<file path="config.mk">
export PLATFORM = sky130hd
export DESIGN_NAME = calendar_date_day_offset_core
export DESIGN_NICKNAME = d
export VERILOG_FILES = /design/src/rtl/cddo_pkg.sv /design/src/rtl/cddo_alu.sv /design/src/rtl/calendar_date_day_offset_core.sv
export VERILOG_INCLUDE_DIRS = /design/src /design/src/rtl
export SDC_FILE = /design/constraint.sdc
export NUM_CORES = 1
export LEC_CHECK = 0
export ABC_AREA = 1
export BUFFER_PORTS_ARGS = -buffer_cell sky130_fd_sc_hd__buf_2
export CORE_ASPECT_RATIO = 0.5
export CORE_MARGIN = 2
export CORE_UTILIZATION = 29
export CTS_CLUSTER_DIAMETER = 120
export DETAILED_ROUTE_END_ITERATION = 6
export PLACE_DENSITY = 0.5
export SYNTH_ARGS = -nofsm -noshare
export SYNTH_HDL_FRONTEND = slang
export SYNTH_SLANG_ARGS = --single-unit
</file>
<file path="constraint.sdc">
create_clock -name clk_i -period 6.1 [get_ports clk_i]
set_clock_uncertainty 0.1 [all_clocks]
set_input_delay 1.22 -clock clk_i [delete_from_list [all_inputs] [get_ports clk_i]]
set_output_delay 1.22 -clock clk_i [all_outputs]
set_load 0.02 [all_outputs]
</file>
<file path="src/rtl/calendar_date_day_offset_core_macros.svh">
// assertion macros for the calendar date day offset core
`ifndef CALENDAR_DATE_DAY_OFFSET_CORE_MACROS_SVH
`define CALENDAR_DATE_DAY_OFFSET_CORE_MACROS_SVH

`ifndef SYNTHESIS
`define CDDO_ASSERT(lbl, prop, msg) \
  lbl: assert property (@(posedge clk_i) disable iff (!rst_ni) prop) else $error(msg);
`define CDDO_ASSERT_ALWAYS(lbl, prop, msg) \
  lbl: assert property (@(posedge clk_i) prop) else $error(msg);
`else
`define CDDO_ASSERT(lbl, prop, msg)
`define CDDO_ASSERT_ALWAYS(lbl, prop, msg)
`endif

`endif

</file>
<file path="src/rtl/cddo_pkg.sv">
// shared types, constants and calendar helper functions
`default_nettype none

package cddo_pkg;

  localparam int AluW      = 18;
  localparam int YearW     = 14;
  localparam int MonthW    = 4;
  localparam int DayW      = 5;
  localparam int OffW      = 17;
  localparam int BiasW     = 15;
  localparam int YoeW      = 9;
  localparam int StepW     = 3;

  localparam int EraYears  = 400;
  localparam int MaxYear   = 9999;
  localparam int BaseDays  = 365;
  localparam int FirstStep = 5;

  typedef logic signed [AluW-1:0] alu_t;

  typedef enum logic [2:0] {
    ST_IDLE,
    ST_INIT,
    ST_MOD,
    ST_ROFF,
    ST_YEAR,
    ST_MONTH,
    ST_FIN,
    ST_DONE
  } state_e;

  // leap test on the year taken modulo 400
  function automatic logic leap_yoe(input logic [YoeW-1:0] yoe);
    return (yoe[1:0] == 2'd0) && (yoe != 9'd100) && (yoe != 9'd200) && (yoe != 9'd300);
  endfunction

  function automatic logic [YoeW-1:0] yoe_inc(input logic [YoeW-1:0] yoe);
    return (yoe == 9'd399) ? '0 : yoe + 9'd1;
  endfunction

  function automatic logic [YoeW-1:0] yoe_dec(input logic [YoeW-1:0] yoe);
    return (yoe == 9'd0) ? 9'd399 : yoe - 9'd1;
  endfunction

  // month length, months counted from march (0) to february (11)
  function automatic logic [DayW-1:0] mlen(input logic [MonthW-1:0] mp, input logic leap);
    logic [DayW-1:0] len;
    if (mp inside {4'd1, 4'd3, 4'd6, 4'd8}) begin
      len = 5'd30;
    end else if (mp == 4'd11) begin
      len = leap ? 5'd29 : 5'd28;
    end else begin
      len = 5'd31;
    end
    return len;
  endfunction

  // days from march 1 to the first of the month
  function automatic logic [8:0] cum(input logic [MonthW-1:0] mp);
    logic [8:0] days;
    case (mp)
      4'd0:    days = 9'd0;
      4'd1:    days = 9'd31;
      4'd2:    days = 9'd61;
      4'd3:    days = 9'd92;
      4'd4:    days = 9'd122;
      4'd5:    days = 9'd153;
      4'd6:    days = 9'd184;
      4'd7:    days = 9'd214;
      4'd8:    days = 9'd245;
      4'd9:    days = 9'd275;
      4'd10:   days = 9'd306;
      4'd11:   days = 9'd337;
      default: days = 9'd0;
    endcase
    return days;
  endfunction

endpackage

`default_nettype wire

</file>
<file path="src/rtl/cddo_alu.sv">
// shared add/subtract unit with sign output
`default_nettype none

module cddo_alu (
  input  cddo_pkg::alu_t a_i,
  input  cddo_pkg::alu_t b_i,
  input  logic           sub_i,
  output cddo_pkg::alu_t sum_o,
  output logic           neg_o
);

  assign sum_o = sub_i ? (a_i - b_i) : (a_i + b_i);
  assign neg_o = sum_o[cddo_pkg::AluW-1];

endmodule

`default_nettype wire

</file>
<file path="src/rtl/calendar_date_day_offset_core.sv">
// calendar date plus signed day offset, sequenced over one shared adder
`default_nettype none

// Adds a signed day offset to a Gregorian date. One transaction is taken at a time. After
// acceptance the year is biased and reduced, the day of year is folded into the offset, the
// whole years it spans are walked off (about |day_offset| / 365, up to 180) and then up to 11
// month steps in the last year; an invalid starting date stops after the fold. The next
// transaction can be accepted the cycle after the result is loaded. All arithmetic goes
// through one 18-bit add/subtract unit: six steps reduce the year modulo 400, then the
// offset is walked off one year and then one month per cycle. An invalid starting date
// returns the input with bad_input set. Results before year 0 or after 9999 are clamped to
// 0-01-01 or 9999-12-31 with out_of_range set. A finished result is held in an output
// register, so the next transaction may be accepted while it waits.

`include "calendar_date_day_offset_core_macros.svh"

module calendar_date_day_offset_core (
  input  logic                             clk_i,
  input  logic                             rst_ni,
  input  logic                             in_valid_i,
  output logic                             in_stall_o,
  input  logic [cddo_pkg::YearW-1:0]       start_year_i,
  input  logic [cddo_pkg::MonthW-1:0]      start_month_i,
  input  logic [cddo_pkg::DayW-1:0]        start_day_i,
  input  logic signed [cddo_pkg::OffW-1:0] day_offset_i,
  output logic                             out_valid_o,
  input  logic                             out_stall_i,
  output logic [cddo_pkg::YearW-1:0]       result_year_o,
  output logic [cddo_pkg::MonthW-1:0]      result_month_o,
  output logic [cddo_pkg::DayW-1:0]        result_day_o,
  output logic                             out_of_range_o,
  output logic                             bad_input_o
);

  cddo_pkg::state_e state_q, state_d;

  logic [cddo_pkg::YearW-1:0]       y_q, y_d;
  logic [cddo_pkg::MonthW-1:0]      m_q, m_d;
  logic [cddo_pkg::DayW-1:0]        d_q, d_d;
  logic signed [cddo_pkg::OffW-1:0] off_q, off_d;
  logic [cddo_pkg::MonthW-1:0]      mp_q, mp_d;
  logic [cddo_pkg::BiasW-1:0]       yb_q, yb_d;
  logic [cddo_pkg::BiasW-1:0]       yoe_q, yoe_d;
  logic [cddo_pkg::StepW-1:0]       k_q, k_d;
  cddo_pkg::alu_t                   r_q, r_d;

  logic [cddo_pkg::YearW-1:0]  res_year_q, res_year_d;
  logic [cddo_pkg::MonthW-1:0] res_month_q, res_month_d;
  logic [cddo_pkg::DayW-1:0]   res_day_q, res_day_d;
  logic                        res_oor_q, res_oor_d;
  logic                        res_bad_q, res_bad_d;

  logic                        out_valid_q, out_valid_d;
  logic [cddo_pkg::YearW-1:0]  out_year_q;
  logic [cddo_pkg::MonthW-1:0] out_month_q;
  logic [cddo_pkg::DayW-1:0]   out_day_q;
  logic                        out_oor_q;
  logic                        out_bad_q;
  logic                        out_load;

  cddo_pkg::alu_t alu_a, alu_b, alu_sum;
  logic           alu_sub, alu_neg;

  logic [cddo_pkg::YoeW-1:0]   yoe_cur;
  logic [cddo_pkg::YoeW-1:0]   yoe_nx;
  logic                        leap_cur;
  logic                        leap_nx;
  logic [cddo_pkg::DayW-1:0]   mlen_cur;
  logic [8:0]                  day_idx;
  logic                        date_bad;

  cddo_alu u_alu (
    .a_i   (alu_a),
    .b_i   (alu_b),
    .sub_i (alu_sub),
    .sum_o (alu_sum),
    .neg_o (alu_neg)
  );

  assign yoe_cur  = yoe_q[cddo_pkg::YoeW-1:0];
  assign yoe_nx   = cddo_pkg::yoe_inc(yoe_cur);
  assign leap_cur = cddo_pkg::leap_yoe(yoe_cur);
  // february of the current march-based year falls in the following calendar year
  assign leap_nx  = cddo_pkg::leap_yoe(yoe_nx);
  assign mlen_cur = cddo_pkg::mlen(mp_q, leap_nx);
  assign day_idx  = cddo_pkg::cum(mp_q) + 9'(d_q) - 9'd1;
  assign date_bad = (m_q == 4'd0) || (m_q > 4'd12) || (d_q == 5'd0) || (d_q > mlen_cur);

  assign out_load = (state_q == cddo_pkg::ST_DONE) && (!out_valid_q || !out_stall_i);

  always_comb begin
    state_d     = state_q;
    y_d         = y_q;
    m_d         = m_q;
    d_d         = d_q;
    off_d       = off_q;
    mp_d        = mp_q;
    yb_d        = yb_q;
    yoe_d       = yoe_q;
    k_d         = k_q;
    r_d         = r_q;
    res_year_d  = res_year_q;
    res_month_d = res_month_q;
    res_day_d   = res_day_q;
    res_oor_d   = res_oor_q;
    res_bad_d   = res_bad_q;
    alu_a       = '0;
    alu_b       = '0;
    alu_sub     = 1'b0;

    case (state_q)
      cddo_pkg::ST_IDLE: begin
        if (in_valid_i) begin
          y_d     = start_year_i;
          m_d     = start_month_i;
          d_d     = start_day_i;
          off_d   = day_offset_i;
          mp_d    = (start_month_i > 4'd2) ? start_month_i - 4'd3 : start_month_i + 4'd9;
          state_d = cddo_pkg::ST_INIT;
        end
      end
      cddo_pkg::ST_INIT: begin
        // biased march-based year: january and february belong to the year before
        alu_a   = cddo_pkg::alu_t'(y_q);
        alu_b   = (m_q <= 4'd2) ? cddo_pkg::alu_t'(cddo_pkg::EraYears - 1)
                                : cddo_pkg::alu_t'(cddo_pkg::EraYears);
        yb_d    = alu_sum[cddo_pkg::BiasW-1:0];
        yoe_d   = alu_sum[cddo_pkg::BiasW-1:0];
        k_d     = cddo_pkg::StepW'(cddo_pkg::FirstStep);
        state_d = cddo_pkg::ST_MOD;
      end
      cddo_pkg::ST_MOD: begin
        // restoring reduction modulo 400
        alu_a   = cddo_pkg::alu_t'(yoe_q);
        alu_b   = cddo_pkg::alu_t'(cddo_pkg::EraYears) <<< k_q;
        alu_sub = 1'b1;
        if (!alu_neg) begin
          yoe_d = alu_sum[cddo_pkg::BiasW-1:0];
        end
        if (k_q == '0) begin
          state_d = cddo_pkg::ST_ROFF;
        end else begin
          k_d = k_q - 3'd1;
        end
      end
      cddo_pkg::ST_ROFF: begin
        // fold the day of year into the offset, counting from march 1
        alu_a = cddo_pkg::alu_t'(off_q);
        alu_b = cddo_pkg::alu_t'(day_idx);
        r_d   = alu_sum;
        mp_d  = '0;
        if (date_bad) begin
          res_year_d  = y_q;
          res_month_d = m_q;
          res_day_d   = d_q;
          res_oor_d   = 1'b0;
          res_bad_d   = 1'b1;
          state_d     = cddo_pkg::ST_DONE;
        end else begin
          state_d = cddo_pkg::ST_YEAR;
        end
      end
      cddo_pkg::ST_YEAR: begin
        if (r_q[cddo_pkg::AluW-1]) begin
          // step back one year; that span holds february of the current year
          alu_a = r_q;
          alu_b = cddo_pkg::alu_t'(cddo_pkg::BaseDays) + cddo_pkg::alu_t'(leap_cur);
          r_d   = alu_sum;
          yb_d  = yb_q - 15'd1;
          yoe_d = cddo_pkg::BiasW'(cddo_pkg::yoe_dec(yoe_cur));
        end else begin
          alu_a   = r_q;
          alu_b   = cddo_pkg::alu_t'(cddo_pkg::BaseDays) + cddo_pkg::alu_t'(leap_nx);
          alu_sub = 1'b1;
          if (!alu_neg) begin
            r_d   = alu_sum;
            yb_d  = yb_q + 15'd1;
            yoe_d = cddo_pkg::BiasW'(yoe_nx);
          end else begin
            state_d = cddo_pkg::ST_MONTH;
          end
        end
      end
      cddo_pkg::ST_MONTH: begin
        alu_a   = r_q;
        alu_b   = cddo_pkg::alu_t'(mlen_cur);
        alu_sub = 1'b1;
        if (!alu_neg) begin
          r_d  = alu_sum;
          mp_d = mp_q + 4'd1;
        end else begin
          state_d = cddo_pkg::ST_FIN;
        end
      end
      cddo_pkg::ST_FIN: begin
        // remove the bias and move january and february back to their calendar year
        alu_a     = cddo_pkg::alu_t'(yb_q) + cddo_pkg::alu_t'(mp_q >= 4'd10);
        alu_b     = cddo_pkg::alu_t'(cddo_pkg::EraYears);
        alu_sub   = 1'b1;
        res_bad_d = 1'b0;
        if (alu_neg) begin
          res_oor_d   = 1'b1;
          res_year_d  = '0;
          res_month_d = 4'd1;
          res_day_d   = 5'd1;
        end else if (alu_sum > cddo_pkg::alu_t'(cddo_pkg::MaxYear)) begin
          res_oor_d   = 1'b1;
          res_year_d  = cddo_pkg::YearW'(cddo_pkg::MaxYear);
          res_month_d = 4'd12;
          res_day_d   = 5'd31;
        end else begin
          res_oor_d   = 1'b0;
          res_year_d  = alu_sum[cddo_pkg::YearW-1:0];
          res_month_d = (mp_q < 4'd10) ? mp_q + 4'd3 : mp_q - 4'd9;
          res_day_d   = r_q[cddo_pkg::DayW-1:0] + 5'd1;
        end
        state_d = cddo_pkg::ST_DONE;
      end
      cddo_pkg::ST_DONE: begin
        if (out_load) begin
          state_d = cddo_pkg::ST_IDLE;
        end
      end
      default: begin
        state_d = cddo_pkg::ST_IDLE;
      end
    endcase
  end

  assign out_valid_d = out_load || (out_valid_q && out_stall_i);

  always_ff @(posedge clk_i or negedge rst_ni) begin
    if (!rst_ni) begin
      state_q     <= cddo_pkg::ST_IDLE;
      out_valid_q <= 1'b0;
    end else begin
      state_q     <= state_d;
      out_valid_q <= out_valid_d;
    end
  end

  always_ff @(posedge clk_i) begin
    y_q         <= y_d;
    m_q         <= m_d;
    d_q         <= d_d;
    off_q       <= off_d;
    mp_q        <= mp_d;
    yb_q        <= yb_d;
    yoe_q       <= yoe_d;
    k_q         <= k_d;
    r_q         <= r_d;
    res_year_q  <= res_year_d;
    res_month_q <= res_month_d;
    res_day_q   <= res_day_d;
    res_oor_q   <= res_oor_d;
    res_bad_q   <= res_bad_d;
    if (out_load) begin
      out_year_q  <= res_year_q;
      out_month_q <= res_month_q;
      out_day_q   <= res_day_q;
      out_oor_q   <= res_oor_q;
      out_bad_q   <= res_bad_q;
    end
  end

  assign in_stall_o     = (state_q != cddo_pkg::ST_IDLE);
  assign out_valid_o    = out_valid_q;
  assign result_year_o  = out_year_q;
  assign result_month_o = out_month_q;
  assign result_day_o   = out_day_q;
  assign out_of_range_o = out_oor_q;
  assign bad_input_o    = out_bad_q;

  `CDDO_ASSERT(a_busy_after_accept, (in_valid_i && !in_stall_o) |=> in_stall_o,
               "accepted transaction did not start the sequencer")
  `CDDO_ASSERT(a_month_step_bound, (state_q == cddo_pkg::ST_MONTH) |-> (mp_q <= 4'd11),
               "month walk ran past february")
  `CDDO_ASSERT(a_result_from_done,
               $rose(out_valid_o) |-> $past(state_q == cddo_pkg::ST_DONE),
               "result shown without a finished transaction")
  `CDDO_ASSERT(a_valid_result_date,
               (out_valid_o && !bad_input_o) |-> (result_month_o >= 4'd1 &&
                 result_month_o <= 4'd12 && result_day_o >= 5'd1),
               "computed date out of calendar range")
  `CDDO_ASSERT_ALWAYS(a_reset_idle, !rst_ni |-> (!out_valid_o && !in_stall_o),
                      "block not idle in reset")

endmodule

`default_nettype wire
</file>
Yosys cells after proc, flatten, opt, wreduce, memory -nomap -nowiden
Memory sizes are Yosys's and may differ from the RTL's. A register that Yosys moved wholly into a read port is not among the register bits. Cells that the tools add are included.

Register bits: 149. Input bits: 44. Memories kept: 1. Bits in read-only memories: 144. Word-level logic and storage cells: 177.

Memory list: (name not given) (depth 16, width 9, rd ports 1, clocked after Yosys merged registers in 1, wr ports 0, RTL line cddo_pkg.sv:62) `case (mp)`.

Muxes and demuxes: 57. Equal/unequal tests: 30. Add/subtract/negate cells: 18. Magnitude comparators: 7. Reduce and logical (&&, ||, !) cells: 41. Shifts and indexed selects: 1.

Operator list (number): 18-bit one-hot mux with 6 select lines (1); 18-bit one-hot mux with 5 select lines (1); 15-bit 2-to-1 mux (5); 18-bit 2-to-1 mux (3); 18-bit one-hot mux with 3 select lines (1); 15-bit one-hot mux with 3 select lines (1); 14-bit 2-to-1 mux (3); 4-bit 2-to-1 mux (8); 15-bit one-hot mux with 2 select lines (1); 14-bit one-hot mux with 2 select lines (1); 3-bit one-hot mux with 8 select lines (1); 3-bit 2-to-1 mux (7); 9-bit by 1-bit adder with 10-bit output, first input constant (2); 5-bit 2-to-1 mux (4); 2-bit != test, second input constant (10); 18-bit adder (1); 18-bit by 15-bit > comparator with 1-bit output, second input constant (1); 9-bit 2-to-1 mux (2); 9-bit by 7-bit != test with 1-bit output, second input constant (2); 9-bit by 8-bit != test with 1-bit output, second input constant (2); 9-bit != test, second input constant (2); 10-bit by 3-bit <<< shifter with 18-bit output, first input constant (1); 18-bit subtractor (1); 9-bit by 1-bit subtractor with 9-bit output, second input constant (2); 52 further kinds (91).

Longest topological paths before layout
Depth after elaboration: 16. Gate-level depth with buffers: 43. Mapped depth without buffers: 43.

Cells and area by module
Synthesis repeated with hierarchy kept, for this count alone.

Cell total of the unflattened synthesis: 1261. Area total of the unflattened synthesis: 10482.6 µm².

By module, submodules not included: calendar_date_day_offset_core (area an instance 9071.2 µm², cells an instance 1006, instances 1, seq. area each 4634.4 µm²); cddo_alu (area an instance 1411.4 µm², cells an instance 255, instances 1, seq. area each 0.0 µm²).

Worst setup path before layout
No wires, ideal clock.

Path type: reg-to-reg. From: register mp_q[0] (netlist name). To: register yoe_q[0] (netlist name), enable pin. Slack: 0.169 ns. Period minus slack after synthesis: 5.931 ns. Data arrival time: 5.421 ns. Path buffers: 0. Cell stages (with the launch flop): 36. Cell sequence: edfxtp_1 -> inv_1 -> ha_1 -> inv_1 -> a31oi_1 -> ha_1 -> ha_1 -> nand2_1 -> nor2_1 -> inv_1 -> nor2_1 -> inv_1 -> nor2_1 -> inv_1 -> nor2_1 -> inv_1 -> nor2_1 -> inv_1 -> nor2_1 -> inv_1 -> nor2_1 -> nand3_1 -> nor2_1 -> nor2_1 -> o311ai_0 -> ha_1 -> nand2_1 -> nor3_1 -> nor3b_1 -> nand4_1 -> nand3_1 -> xor2_1 -> nand3_2 -> nand2_2 -> inv_2 -> a211oi_1.

Word-level cells in the longest chain between the ends: 8. Elaborated cells between the ends (all ways): 18. Those cells by class: add/sub: 3; order compare: 1; eq/ne: 7; mux: 5; reduce/logical: 2.

Ends and longest elaborated chain: start, declared (RTL line calendar_date_day_offset_core.sv:41) `logic [cddo_pkg::MonthW-1:0] mp_q, mp_d;`; start signal, assigned (RTL line calendar_date_day_offset_core.sv:247) `mp_q <= mp_d;`; parallel branches: the longest is 5 deep, another holds 18-bit adder; 18-bit 2-to-1 mux (*) (RTL line cddo_alu.sv:12) `assign sum_o = sub_i ? (a_i - b_i) : (a_i + b_i);`; 3-bit != test (no source line) / 2-bit != test (equally long branches); 3-bit AND reduction (no source line) (*); end signal, assigned (RTL line calendar_date_day_offset_core.sv:249) `yoe_q <= yoe_d;`; end, declared (RTL line calendar_date_day_offset_core.sv:43) `logic [cddo_pkg::BiasW-1:0] yoe_q, yoe_d;`.

Every way passes the cells marked *. A chain may end at the register's enable or synchronous reset.

Worst setup path after layout
From: register yoe_q[0] (netlist name). To: register res_year_q[4] (netlist name) (data pin).

Word-level cells in the longest chain between the ends: 16. Elaborated cells between the ends (all ways): 32. Those cells by class: add/sub: 5; order compare: 1; eq/ne: 7; mux: 11; reduce/logical: 8.

Ends and longest elaborated chain: parallel branches: the longest is 11 deep, another holds 18-bit adder; 18-bit 2-to-1 mux (*) (RTL line cddo_alu.sv:12); net alu_sum[15] (RTL line calendar_date_day_offset_core.sv:61) `cddo_pkg::alu_t alu_a, alu_b, alu_sum;`; 18-bit by 15-bit > comparator with 1-bit output (*) (RTL line calendar_date_day_offset_core.sv:206) `end else if (alu_sum > cddo_pkg::alu_t'(cddo_pkg::MaxYear)) begin`; 14-bit 2-to-1 mux (*) (RTL line calendar_date_day_offset_core.sv:206); 14-bit 2-to-1 mux (*) (RTL line calendar_date_day_offset_core.sv:201) `if (alu_neg) begin`; 14-bit one-hot mux with 2 select lines (*) (RTL line calendar_date_day_offset_core.sv:111) `case (state_q)`; net res_year_d (one bit) (RTL line calendar_date_day_offset_core.sv:47) `logic [cddo_pkg::YearW-1:0] res_year_q, res_year_d;`; end signal, assigned (RTL line calendar_date_day_offset_core.sv:252) `res_year_q <= res_year_d;`; end, declared (RTL line calendar_date_day_offset_core.sv:47).

Mark *: on every way through the listed nets, which the timed path passes.

==> run metrics <==
post-synthesis sequential area ratio=45.4%; peak fanout along the critical path=13; CP Launch Type=flop; post-DP HPWL=approximately 25000 um; Slowest-stage cell, CP=edfxtp_1; vias in the first global route=8284; Area Overhead vs Synth=21.2%; Worst path max stage delay=between 400 and 500 ps; H-tree depth=4; maxcap violations=0; clk buf depth=2; FMAX=approximately 180 MHz; Worst Setup Path Type=reg2reg; Post-synth top cells=nand2_1, inv_1, edfxtp_1; cell count after synthesis=1186; Syn Std Cell Area=approximately 0.010 sq mm; initial antenna violation count=1; R2R cell count=36; Max-slew headroom=54.1%; pre-CTS setup slack=-26.0 ps; clock tree sinks=158; layout cells sized above 1=between 20% and 30%; worst-margin pin slew=687 ps; Die Ht=137 um; Crit Reg-Reg Endpoint=res_year_q[4]$_DFFE_PP_; Req. time, crit path=6260 ps; Post-synth ARST share=2.53%; ANT nets after route=0; GP Congestion=0.914; clock period minus worst slack=roughly 5700 ps; RR Startpoint=yoe_q[0]$_DFFE_PP_; Fill cells=~3600; EDFF count, synth=145; multi-input logic area=0.00496 sq mm; Hold Path Origin=res_day_q[2]$_DFFE_PP_; die width=269 um; Seq. cell area=roughly 0.0046 sq mm; top post-synthesis cells by area=edfxtp_1, ha_1, nand2_1; IO Count=71; WHS Endpoint=result_day_o[2]$_DFFE_PP_; final critical-path share of the clock period=93.1%; critical path's most frequent cell=nand2_1; most frequent cell after synthesis=nand2_1; Final WS setup=424 ps; hold_ws=roughly 320 ps; via count=roughly 8600; Synth warnings=0; Core Box Area=0.0346 sq mm; kind of cell adding the most delay to the critical path=simple AND/OR/NAND/NOR gates; unrepaired setup endpoints after global routing=true; GRT Total Usage=17.5%; Synth top area share=42.7%; area leader, netlist=edfxtp_1; post-route design area=0.0124 sq mm; WP buf/inv=6; Clk Latency, worst-skew pair=460 ps; Post-Route WL=between 30000 and 40000 um; dpl cell area=0.0116 sq mm; r2r setup slk=420 ps; die area=0.0368 sq mm; GRT Residual Overflow=0; Hold Crit Class=reg2reg; GR Util met2=a little over a quarter; Initial Utilization=29.5%; final setup fails=0; CTS Buf Count=17; syn_nets=1302; Worst Hold Depth=0; Root Driver=clkbuf_16; DR pass1 iterations=5; clk slew on worst S/H paths=70 ps; DRC errors left=0; pin count of the biggest net entering global routing=27; #FFs+latches synth=~160; nets=1437; met1 global-route usage=24.9%; Site Rows=48; endpoints failing hold=0; Netlist cell types=53; Top FF cell, synth=edfxtp_1; first-pass GRT wire length=48400 um; max-slew violations=0; Avg Inst Size Synth=8.61 sq um; Worst setup EP type=flop; routed length per placed instance=roughly 18 um; met3 GRT Util=3.77%; status=complete, no violations; CTS tree=yes; Arr. time, crit path=5840 ps; Vias/cell=between 4 and 5; DRC marker count from the first detailed-route iteration=744; IO Port Bufs=70; gr busiest metal=met2
[cell usage in the layout (no fill, tap or decap), types with 6 or more instances in the layout]
master and instances:
edfxtp_1 145, nand3_1 57, clkbuf_16 17, xnor2_1 11
buf_2 70, a22oi_1 16, inv_2 14, nor2_1 108
xor2_1 22, nand4_1 8, or2_2 6, dfxtp_1 9
a21oi_1 54, nand3_2 8, buf_4 68, o2111ai_1 9
inv_1 181, nor2_2 18, nor3_1 14, o22ai_1 15
o21ai_0 67, a31oi_1 6, o31ai_1 11, ha_1 64
nand2_1 211, o21bai_1 6, nand2_2 11, o21ai_1 12
[worst register-to-register path: cells and delay by family, from the launching register on]
kind            cells  cell delay, ps
fa+ha+maj           3             770
xor+xnor            2             340
compound gates      6            1260
flops               1             410
simple gates       19            2030
buf+inv             6             570
[how the worst max path moves through the flow]
stage                       startpoint                      end  slack (ps)  cells past startpoint
floorplan            mp_q[0]$_DFFE_PP_       yoe_q[0]$_DFFE_PP_         170                     35
global placement     mp_q[0]$_DFFE_PP_                     flop          70                     42
detailed placement   mp_q[0]$_DFFE_PP_                     flop         -30                     42
CTS                  mp_q[0]$_DFFE_PP_                     flop          70                     42
global route        yoe_q[0]$_DFFE_PP_  res_year_q[7]$_DFFE_PP_         -20                     38
finish              yoe_q[0]$_DFFE_PP_  res_year_q[4]$_DFFE_PP_         420                     36
[what timing repair did]
item	4_1_cts	5_1_grt
hold buffers	0	0
endpoints found under the setup margin	6	87
buffers inserted	0	11
resized for setup	1	47
pin swaps	0	21
[logic make-up (layout without fill, tap and decap cells)]
group / count (synthesis) / count (layout) / synth area share (%)
AO/OA/AOI/OAI: 233 / 233 / 13.9
flip-flops: 158 / 158 / 45.4
adder cells (fa/ha/maj): 72 / 72 / 9.05
other: 0 / 1 / 0
buffers and inverters: 223 / 370 / 8.44
AND/OR/NAND/NOR: 465 / 465 / 20.2
XOR/XNOR: 35 / 35 / 3.00
[layout make-up]
type                            count  share of cell area [%]
Multi-Input combinational cell    805                    40.1
Sequential cell                   158                    37.4
Antenna cell                        1                  0.0202
Clock buffer                       20                    3.53
Tap cell                          475                    4.80
Inverter                          197                    5.97
Clock inverter                     11                   0.556
Timing Repair Buffer              142                    7.60
[per-layer routing]
layer  share of wire, %  routed length (um)
met3                5.5                1740
met2                 43               13800
met5                  0                   0
met1                 49               15700
met4                1.7                 543
[through the flow]
step                      TNS [ps]  utilization (%)  cells
after CTS                        0             34.9   1797
after floorplan                  0                -   1186
after global routing         -49.8             35.8   1808
final                            0             35.8   1809
after detailed placement     -26.0             33.4   1766
after global placement           0             33.4   1766
[flip-flops by register name (all words and copies together) (netlist names), 3 cells and up, named ones only]
register / count
res_day_q: 5
result_day_o: 5
result_year_o: 14
d_q: 5
m_q: 4
k_q: 3
result_month_o: 4
res_month_q: 4
r_q: 18
res_year_q: 14
off_q: 17
mp_q: 4
state_q: 3
y_q: 14
yoe_q: 15
yb_q: 15
Power is not shown: default switching activity piles up to over one toggle a cycle in this logic, so the estimate is an artifact.
